--- src/hdl/csim_pkg.sv ---
// Shared types and constants of the cosine similarity engine.
package csim_pkg;

    localparam int ElemWidth  = 16;
    localparam int DotWidth   = 44;
    localparam int NormWidth  = 43;
    localparam int MagWidth   = 17;
    localparam int WordWidth  = 32;
    localparam int AccWidth   = 128;
    localparam int ProdWidth  = 86;
    localparam int DmagWidth  = 44;
    localparam int RhsWidth   = 88;

    localparam logic [MagWidth-1:0] OUT_ONE = 17'd32768;

    localparam logic [1:0] OP_QC = 2'd0;
    localparam logic [1:0] OP_DD = 2'd1;
    localparam logic [1:0] OP_TP = 2'd2;

    typedef struct packed {
        logic       accept;
        logic       clear_sums;
        logic       init_search;
        logic       acc_clear;
        logic       mul_en;
        logic [1:0] op;
        logic [1:0] pi;
        logic       pj;
        logic       store_p;
        logic       store_r;
        logic       calc_mid;
        logic       calc_odd;
        logic       cmp_step;
        logic       capture;
    } cmd_t;

    typedef struct packed {
        logic zero_norm;
        logic search_done;
    } status_t;

endpackage

--- src/hdl/csim_ctrl.sv ---
// Controller: sequences accumulation, products, root search and result hand-off.
module csim_ctrl (
    input  logic               clk,
    input  logic               rst_n,
    input  logic               in_valid,
    input  logic               in_last,
    output logic               in_ready,
    output logic               out_valid,
    input  logic               out_ready,
    input  csim_pkg::status_t  status,
    output csim_pkg::cmd_t     cmd
);

    localparam logic [3:0] S_ACC      = 4'd0;
    localparam logic [3:0] S_CHECK    = 4'd1;
    localparam logic [3:0] S_QC       = 4'd2;
    localparam logic [3:0] S_QC_DRAIN = 4'd3;
    localparam logic [3:0] S_QC_STORE = 4'd4;
    localparam logic [3:0] S_DD       = 4'd5;
    localparam logic [3:0] S_DD_DRAIN = 4'd6;
    localparam logic [3:0] S_DD_STORE = 4'd7;
    localparam logic [3:0] S_MID      = 4'd8;
    localparam logic [3:0] S_ODD      = 4'd9;
    localparam logic [3:0] S_TP       = 4'd10;
    localparam logic [3:0] S_TP_DRAIN = 4'd11;
    localparam logic [3:0] S_CMP      = 4'd12;
    localparam logic [3:0] S_OUT      = 4'd13;

    logic [3:0] state_reg, state_next;
    logic [1:0] pi_reg, pi_next;
    logic       pj_reg, pj_next;
    logic       out_valid_reg, out_valid_next;
    logic       accepted;

    assign in_ready  = state_reg == S_ACC;
    assign accepted  = in_valid && in_ready;
    assign out_valid = out_valid_reg;

    always_comb
    begin
        state_next = state_reg;
        pi_next    = pi_reg;
        pj_next    = pj_reg;
        cmd        = '0;
        cmd.op     = csim_pkg::OP_QC;
        cmd.pi     = pi_reg;
        cmd.pj     = pj_reg;
        case (state_reg)
            S_ACC:
            begin
                cmd.accept = accepted;
                if (accepted && in_last)
                begin
                    state_next = S_CHECK;
                end
            end
            S_CHECK:
            begin
                cmd.init_search = 1'b1;
                cmd.acc_clear   = 1'b1;
                pi_next         = '0;
                pj_next         = 1'b0;
                state_next      = status.zero_norm ? S_OUT : S_QC;
            end
            S_QC, S_DD:
            begin
                cmd.mul_en = 1'b1;
                cmd.op     = (state_reg == S_QC) ? csim_pkg::OP_QC : csim_pkg::OP_DD;
                pj_next    = !pj_reg;
                if (pj_reg)
                begin
                    pi_next = pi_reg + 2'd1;
                end
                if (pj_reg && pi_reg == 2'd1)
                begin
                    pi_next    = '0;
                    state_next = (state_reg == S_QC) ? S_QC_DRAIN : S_DD_DRAIN;
                end
            end
            S_QC_DRAIN:
            begin
                state_next = S_QC_STORE;
            end
            S_QC_STORE:
            begin
                cmd.store_p   = 1'b1;
                cmd.acc_clear = 1'b1;
                state_next    = S_DD;
            end
            S_DD_DRAIN:
            begin
                state_next = S_DD_STORE;
            end
            S_DD_STORE:
            begin
                cmd.store_r = 1'b1;
                state_next  = S_MID;
            end
            S_MID:
            begin
                if (status.search_done)
                begin
                    state_next = S_OUT;
                end
                else
                begin
                    cmd.calc_mid = 1'b1;
                    state_next   = S_ODD;
                end
            end
            S_ODD:
            begin
                cmd.calc_odd  = 1'b1;
                cmd.acc_clear = 1'b1;
                pi_next       = '0;
                pj_next       = 1'b0;
                state_next    = S_TP;
            end
            S_TP:
            begin
                cmd.mul_en = 1'b1;
                cmd.op     = csim_pkg::OP_TP;
                pi_next    = pi_reg + 2'd1;
                if (pi_reg == 2'd2)
                begin
                    pi_next    = '0;
                    state_next = S_TP_DRAIN;
                end
            end
            S_TP_DRAIN:
            begin
                state_next = S_CMP;
            end
            S_CMP:
            begin
                cmd.cmp_step = 1'b1;
                state_next   = S_MID;
            end
            S_OUT:
            begin
                if (!out_valid_reg || out_ready)
                begin
                    cmd.capture    = 1'b1;
                    cmd.clear_sums = 1'b1;
                    state_next     = S_ACC;
                end
            end
            default:
            begin
                state_next = S_ACC;
            end
        endcase
    end

    always_comb
    begin
        if (cmd.capture)
        begin
            out_valid_next = 1'b1;
        end
        else if (out_ready)
        begin
            out_valid_next = 1'b0;
        end
        else
        begin
            out_valid_next = out_valid_reg;
        end
    end

    always_ff @(posedge clk or negedge rst_n)
    begin
        if (!rst_n)
        begin
            state_reg     <= S_ACC;
            pi_reg        <= '0;
            pj_reg        <= 1'b0;
            out_valid_reg <= 1'b0;
        end
        else
        begin
            state_reg     <= state_next;
            pi_reg        <= pi_next;
            pj_reg        <= pj_next;
            out_valid_reg <= out_valid_next;
        end
    end

`ifndef SYNTHESIS
    assert property (@(posedge clk) disable iff (!rst_n)
        cmd.capture |-> (!out_valid_reg || out_ready))
        else $error("Result overwritten while output stalled.");
    assert property (@(posedge clk) disable iff (!rst_n)
        cmd.accept |-> !cmd.mul_en && !cmd.clear_sums)
        else $error("Element accepted during result computation.");
    assert property (@(posedge clk) disable iff (!rst_n)
        cmd.capture |=> out_valid_reg && state_reg == S_ACC)
        else $error("Capture did not present a result.");
`endif

endmodule

--- config.mk ---
export PLATFORM = sky130hd
export DESIGN_NAME = csim_ctrl
export DESIGN_NICKNAME = d
export VERILOG_FILES = /design/src/hdl/csim_pkg.sv /design/src/hdl/csim_ctrl.sv
export SDC_FILE = /design/constraint.sdc
export NUM_CORES = 1
export LEC_CHECK = 0
export ABC_CLOCK_PERIOD_IN_PS = 1800
export BUFFER_PORTS_ARGS = -buffer_cell sky130_fd_sc_hd__buf_2
export CAP_MARGIN = 20
export CORE_MARGIN = 2
export CORE_UTILIZATION = 50
export CTS_BUF_LIST = sky130_fd_sc_hd__clkbuf_2 sky130_fd_sc_hd__clkbuf_4 sky130_fd_sc_hd__clkbuf_8
export CTS_CLUSTER_SIZE = 20
export DETAILED_ROUTE_END_ITERATION = 10
export HOLD_SLACK_MARGIN = 0.02
export PLACE_DENSITY = 0.78
export SLEW_MARGIN = 10
export SYNTH_ARGS = -nofsm -noshare
export SYNTH_HDL_FRONTEND = slang
export SYNTH_SLANG_ARGS = --single-unit
--- constraint.sdc ---
create_clock -name clk -period 1.8 [get_ports clk]
set_input_delay 0.18 -clock clk [delete_from_list [all_inputs] [get_ports clk]]
set_output_delay 0.18 -clock clk [all_outputs]
set_load 0.01 [all_outputs]
==> results of run 1 <==
-- final timing paths --
path,start,end,depth (start not counted)
min in group clk,out_ready,out_valid,3
max reg2reg,state_reg[0],state_reg[2],4
min,rst_n,pj_reg,2
min reg2reg,pi_reg[1],pi_reg[1],1
max,state_reg[1],cmd[0],5
max in group asynchronous,rst_n,state_reg[3],2
-- cells in the final DEF, fill, tap and decap left out, drive strengths merged, types with 2 or more instances in the layout --
master  netlist  layout
buf           7      27
nor2         10      10
nand2         9       9
dfrtp         8       8
nand2b        4       4
nor3          3       3
inv           3       3
a211oi        3       3
a21oi         3       3
clkbuf        1       3
or2b          2       2
nor2b         2       2
o21a          2       2
o21ai         2       2
a31oi         2       2
-- power by group through the flow --
stage                     logic, mW  clock network (mW)  registers, mW
after floorplan               0.828                   0          0.373
after global placement        0.969                   0          0.420
after detailed placement      0.974                   0          0.431
after CTS                     0.981               0.145          0.429
after global routing           1.07               0.156          0.468
final                         0.981               0.139          0.444
-- kinds of logic (layout without fill, tap and decap cells) --
group	Yosys count	after routing	share of synthesized area, %
AOI/OAI and AO/OA	20	20	23.9
buffers and inverters	11	34	11.0
DFF	8	8	29.3
muxes	1	1	2.19
and+or+nand+nor	39	39	33.6
-- area by class of cell --
cell class / instances / area [um^2] / area share [%]
multi-input cells: 60 / 415 / 50.5
clock buffers: 3 / 22.5 / 2.74
flip-flops and latches: 8 / 201 / 24.5
well taps: 15 / 18.8 / 2.28
repair buffers: 28 / 153 / 18.6
inverters: 3 / 11.3 / 1.37
-- per-stage QoR --
step / util, % / instances / setup slack, ns / hold slack (ns)
final: 64.0 / 117 / 0.144 / 0.291
after global placement: 60.9 / 113 / 0.178 / 0.0293
after floorplan: - / 79 / 0.0486 / -0.116
after CTS: 63.4 / 117 / 0.0894 / 0.286
after global routing: 64.0 / 117 / 0.0676 / 0.322
after detailed placement: 60.9 / 113 / 0.194 / 0.0344
-- timing repair --
action / CTS / global route
buffers inserted: 0 / 0
setup endpoints to repair: 0 / 1
gates resized for setup: 0 / 2
hold buffers: 1 / 0
endpoints found under the hold margin: 8 / 0
-- metal layers --
| layer | global-route usage [%] | share of wire (%) | vias to the layer above |
|---|---|---|---|
| met4 | 10.0 | 1.2 | 0 |
| met1 | 23.0 | 43 | 298 |
| li1 | - | - | 322 |
| met3 | 6.52 | 5.8 | 2 |
| met5 | 0 | 0 | - |
| met2 | 37.9 | 50 | 28 |
==> impl_results.md, run 1 <==
- Rows: 13
- Critical Path, Cell by Cell: nand2b_4, buf_4, inv_1, and3_1, buf_2
- Max Clock Skew: 0.00418 ns
- Yosys top cell area share: 29.3%
- Initial DRC count: 9
- Worst path max stage delay: 0.50 ns
- Status: completed
- Family with the most delay on the worst path: flip-flops
- WP data arrival: 1.48 ns
- Starting Density: 53.3%
- Minimum clock period: 1.66 ns
- Crit path launch type: register
- TritonRoute pass-1 iters: 4
- GRT Util Overall: roughly 21%
- Final setup fails: 0
- Switching power total: 0.725 mW
- Fillers: 112
- Worst-path clk slew: approximately 0.06 ns
- PwrDens: 1900 nW/um^2
- Synth Warn #: 0
- Number of max-cap violations: 0
- Die W: 41.0 um
- FMAX: ~600 MHz
- CP required: approximately 1.6 ns
- Number of synthesized register bits: 8
- Final nets: between 100 and 150
- Peak VDD IR: 0.787 mV
- Synth Cell Area: between 600 and 700 um^2
- Clk pwr share: 8.9%
- Area growth, synth to finish: 20.1%
- Net Sw Frac: a little under half
- Synth Instances: 79
- Drt total wl: 1.62 mm
- Post-route ant nets: 0
- Vias in the first global route: 540
- Synth async-reset ratio: 100%
- Crit end category: output port
- Least-Margin Pin Slew: about 0.37 ns
- Clk root buf: clkbuf_4
- R2R Setup Slk: ~0.2 ns
- Ant diodes: 0
- Total Power: 1.56 mW
- Area leader, netlist: dfrtp_1
- Largest register FFs: 4
- Setup Crit Path Kind: register to output port
- Die Area: 1680 um^2
- Synth top cells by count: nor2_1 (10), nand2_1 (9), dfrtp_1 (8)
- Reg power frac: 28.4%
- Die span in y: a little over 40 um
- Top-count cell post-synth: nor2_1
- Drc violations: 0
- HPWL Detailed: roughly 1.2 mm
- Hold Path Class: input pin to async pin
- Clock buffer depth: 2
- Mapped Nets: 86
- Setup TNS: 0 ns
- Via/cell ratio: 5.56
- Area of the core: 1280 um^2
- Port bufs: 24
- Avg Cell Area, Syn: around 8.7 um^2
- Largest net degree at the start of global routing: 12
- Slew HR: between 70 and 80%
- GRT Residual Overflow: 0
- CTS tree: done
- Worst Path Buf+Inv: 3
- CTS Buf Count: 3
- First-pass GRT wire length: around 2.3 mm
- Lkg Pwr: ~0.44 nW
- Comb power frac: 62.7%
- Wirelength per Cell: between 10 and 15 um
- CP max-delay cell: dfrtp_1
- Clock latency on the worst-skew pair: between 0.2 and 0.3 ns
- Final hold vios: 0
- CTS H-Tree Depth: 1
- Seq/Total Area, Yosys: between 20% and 30%
- Synth unique cells: 35
- Slew Limit Fails: 0
- Most used flip-flop cell after synthesis: dfrtp_1
- Design area: 822 um^2
- Io pins: 25
- Share of cells above drive strength 1: around 40%
- Clock Sinks: 8
- Placement Cell Area: approximately 780 um^2
- Crit path max fanout: 8
- Detailed-route via count: between 600 and 700
- Final GP Congestion: 0.909
- Top cells by area, synth: dfrtp_1 (29%), buf_4 (5.5%), nor2_1 (5.5%), nand2_1 (4.9%), nand2b_4 (4.0%)
- Internal Power: between 0.8 and 0.9 mW
- Initial antenna violation count: 0
- Final period utilization: between 90% and 100%
- RSZ-0062 raised after global routing: false
- EDFF count, synth: 0
Note: power is estimated with default switching activity, not from simulation.
==> inputs of run 2 (changes only) <==
--- a/config.mk
+++ b/config.mk
@@ -5,6 +5,7 @@
 export SDC_FILE = /design/constraint.sdc
 export NUM_CORES = 1
 export LEC_CHECK = 0
+export ABC_AREA = 1
 export ABC_CLOCK_PERIOD_IN_PS = 1800
 export BUFFER_PORTS_ARGS = -buffer_cell sky130_fd_sc_hd__buf_2
 export CAP_MARGIN = 20
@@ -14,7 +15,7 @@
 export CTS_CLUSTER_SIZE = 20
 export DETAILED_ROUTE_END_ITERATION = 10
 export HOLD_SLACK_MARGIN = 0.02
-export PLACE_DENSITY = 0.78
+export PLACE_DENSITY = 0.77
 export SLEW_MARGIN = 10
 export SYNTH_ARGS = -nofsm -noshare
 export SYNTH_HDL_FRONTEND = slang
==> run 2 against run 1 <==
Sequential share of layout area is 0.70 points lower; synthesized cell count up 44%; register-to-register slack improved by 0.26 ns; critical path type unchanged; critical endpoint is now cmd[11].
==> impl_results.md, run 2 <==
- Status: completed
- Initial DRC count: 30 (+21)
- Worst Path Buf+Inv: 2 (-1)
- Die span in y: 41.2 um (+0.50%)
- Final nets: 148 (+33%)
- Clk root buf: clkbuf_4
- Via/cell ratio: 5.01 (-9.9%)
- Worst-path clk slew: 0.06 ns (about the same)
- EDFF count, synth: 0 (unchanged)
- Vias in the first global route: 613 (+14%)
- Final setup fails: 0 (unchanged)
- R2r startpoint: state_reg[3]
- Critical Path, Cell by Cell: nor2_1, nand2_1, nand2_4, inv_1, nand2_1, buf_2
- Reg2reg path depth: 8 (+4)
- Share of cells above drive strength 1: 26.6% (-14 points)
- Synth unique cells: 16 (-54%)
- Most used flip-flop cell after synthesis: dfrtp_1
- CTS Buf Count: 3 (unchanged)
- Synth async-reset ratio: 100% (unchanged)
- Die W: 41.2 um (+0.50%)
- Port bufs: 24 (unchanged)
- Post-CTS sizing: 0 (unchanged)
- Crit path from: state_reg[3]
- Avg Cell Area, Syn: 6.07 um^2 (-30%)
- Drc violations: 0 (unchanged)
- First-pass GRT wire length: 2.54 mm (+11%)
- Family with the most delay on the worst path: simple AND/OR/NAND/NOR gates
- RSZ-0062 raised after global routing: false
- Commonest cells after routing, fill and taps aside: nand2_1 (34), buf_2 (24), nor2_1 (18)
- Synth top cells by count: nand2_1 (34), nor2_1 (18), nand3_1 (17)
- Area of the core: 1300 um^2 (+1.3%)
- Crit path max fanout: 6 (-2)
- Slew Limit Fails: 0 (unchanged)
- Hold Path Class: input pin to register
- Final period utilization: 90.5% (-1.6 points)
- Yosys top cell area share: 28.9% (-0.32 points)
- R2R Setup Slk: 0.46 ns (+0.26 ns)
- Worst setup path endpoint: cmd[11]
- Mapped Nets: 121 (+41%)
- Setup Crit Path Kind: register to output port
- Top cells by area, synth: dfrtp_1 (29%), nand2_1 (18%), nand3_1 (12%), nor2_1 (9.8%), inv_1 (7.1%)
- Seq/Total Area, Yosys: 28.9% (-0.32 points)
- Final GP Congestion: 0.894 (-1.6%)
- Synth Cell Area: 692 um^2 (+1.1%)
- Area growth, synth to finish: 21.5%
- Largest net degree at the start of global routing: 9 (-3)
- Hold_ws: 0.149 ns (-0.142 ns)
- Total Power: 1.54 mW (-1.3%)
- GRT Residual Overflow: 0 (unchanged)
- Clock latency on the worst-skew pair: 0.25 ns (about the same)
- Die Area: 1700 um^2 (+1.0%)
- Synth Warn #: 0 (unchanged)
- PwrDens: 1840 nW/um^2 (-3.5%)
- CTS tree: done
- Clock buffer depth: 2 (unchanged)
- Crit end category: output port
- CP required: 1.62 ns (about the same)
- Number of max-cap violations: 0 (unchanged)
- Slew HR: 80.2% (+5.1 points)
- Commonest non-fill, non-tap cell in the layout: nand2_1
- Ant diodes: 0 (unchanged)
- Worst path max stage delay: 0.43 ns (-0.07 ns)
- Max Clock Skew: 0.00804 ns (+0.00386 ns)
- Largest register FFs: 4 (unchanged)
- Detailed-route via count: 771 (+19%)
- Wirelength per Cell: 10.8 um (-22%)
- Synth Instances: 114 (+44%)
- Top-count cell post-synth: nand2_1
- Starting Density: 53.2% (-0.089 points)
- WP data arrival: 1.45 ns (-0.03 ns)
- CTS H-Tree Depth: 1 (unchanged)
- Lkg Pwr: 0.525 nW (+19%)
- Post-route ant nets: 0 (unchanged)
- Peak VDD IR: 0.960 mV (+22%)
- Number of synthesized register bits: 8 (unchanged)
- GRT Util Overall: 23.5% (+2.0 points)
- Setup TNS: 0 ns (unchanged)
- R2R Path End: state_reg[0]
- CP max-delay cell: dfrtp_1
- Most used cell, CP: nand2_1
- Least-Margin Pin Slew: 0.296 ns (-0.0776 ns)
- TritonRoute pass-1 iters: 4 (unchanged)
- HPWL Detailed: 1.33 mm (+11%)
- Minimum clock period: 1.63 ns (-0.0282 ns)
- Rows: 13 (unchanged)
- Initial antenna violation count: 0 (unchanged)
- Cell depth of the worst setup path: 6 (+1)
- Area leader, netlist: dfrtp_1
- Io pins: 25 (unchanged)
- Drt total wl: 1.66 mm (+2.2%)
- FMAX: 614 MHz (+1.7%)
- Crit path launch type: register
- Clock Sinks: 8 (unchanged)
- Final hold vios: 0 (unchanged)
==> run 2: cell types whose count changed after synthesis, moves of 5 or more <==
| cell | before | now |
|---|---|---|
| inv_1 | 3 | 13 |
| nor2_1 | 10 | 18 |
| nand3_1 | 0 | 17 |
| o21ai_0 | 2 | 7 |
| nand2_1 | 9 | 34 |
==> run 2: per-stage QoR <==
step	setup WS, ns	util [%]	instances	instance area [um^2]
after global routing	0.0411	64.6	154	841
after floorplan	0.534	-	114	692
final	0.172	64.6	154	841
after detailed placement	0.446	62.1	150	808
after CTS	0.163	64.6	154	841
after global placement	0.440	62.1	150	808
==> run 2: area by class of cell <==
cell class              instances  area [um^2]
repair buffers                 25          130
flip-flops and latches          8          200
inverters                      14         52.6
well taps                      15         18.8
multi-input cells              89          417
fillers                       129          460
clock buffers                   3         22.5
==> run 2: worst min-delay path by stage <==
stage	start	end	slack, ns	cells past startpoint
final	out_ready	out_valid	0.15	2
after global routing	out_ready	out_valid	0.15	2
after CTS	out_ready	out_valid	0.15	2
after detailed placement	rst_n	out_valid	0.03	1
after global placement	rst_n	out_valid	0.03	1
after floorplan	rst_n	out_valid	-0.12	0
==> run 2: where the power goes <==
| group | internal (mW) | switching (mW) | total (mW) |
|---|---|---|---|
| clock | 0.0762 | 0.0593 | 0.135 |
| sequential | 0.263 | 0.106 | 0.369 |
| combinational | 0.361 | 0.678 | 1.04 |
==> run 2: logic make-up (layout without fill, tap and decap cells) <==
family                 Yosys count  in the layout  share of synthesized area (%)
AO/OA/AOI/OAI                    8              8                           6.15
buffers and inverters           17             42                           10.8
flip-flops                       8              8                           28.9
AND/OR/NAND/NOR                 81             81                           54.1
==> run 2: repair_timing <==
action,CTS,global route
hold buffers,1,0
hold endpoints to repair,8,0
setup buffers,0,0
==> run 2: routing by layer <==
layer	track usage, %	wire, um
met1	30.6	763
met2	38.7	748
met3	3.26	127
met4	9.68	18
met5	0	0
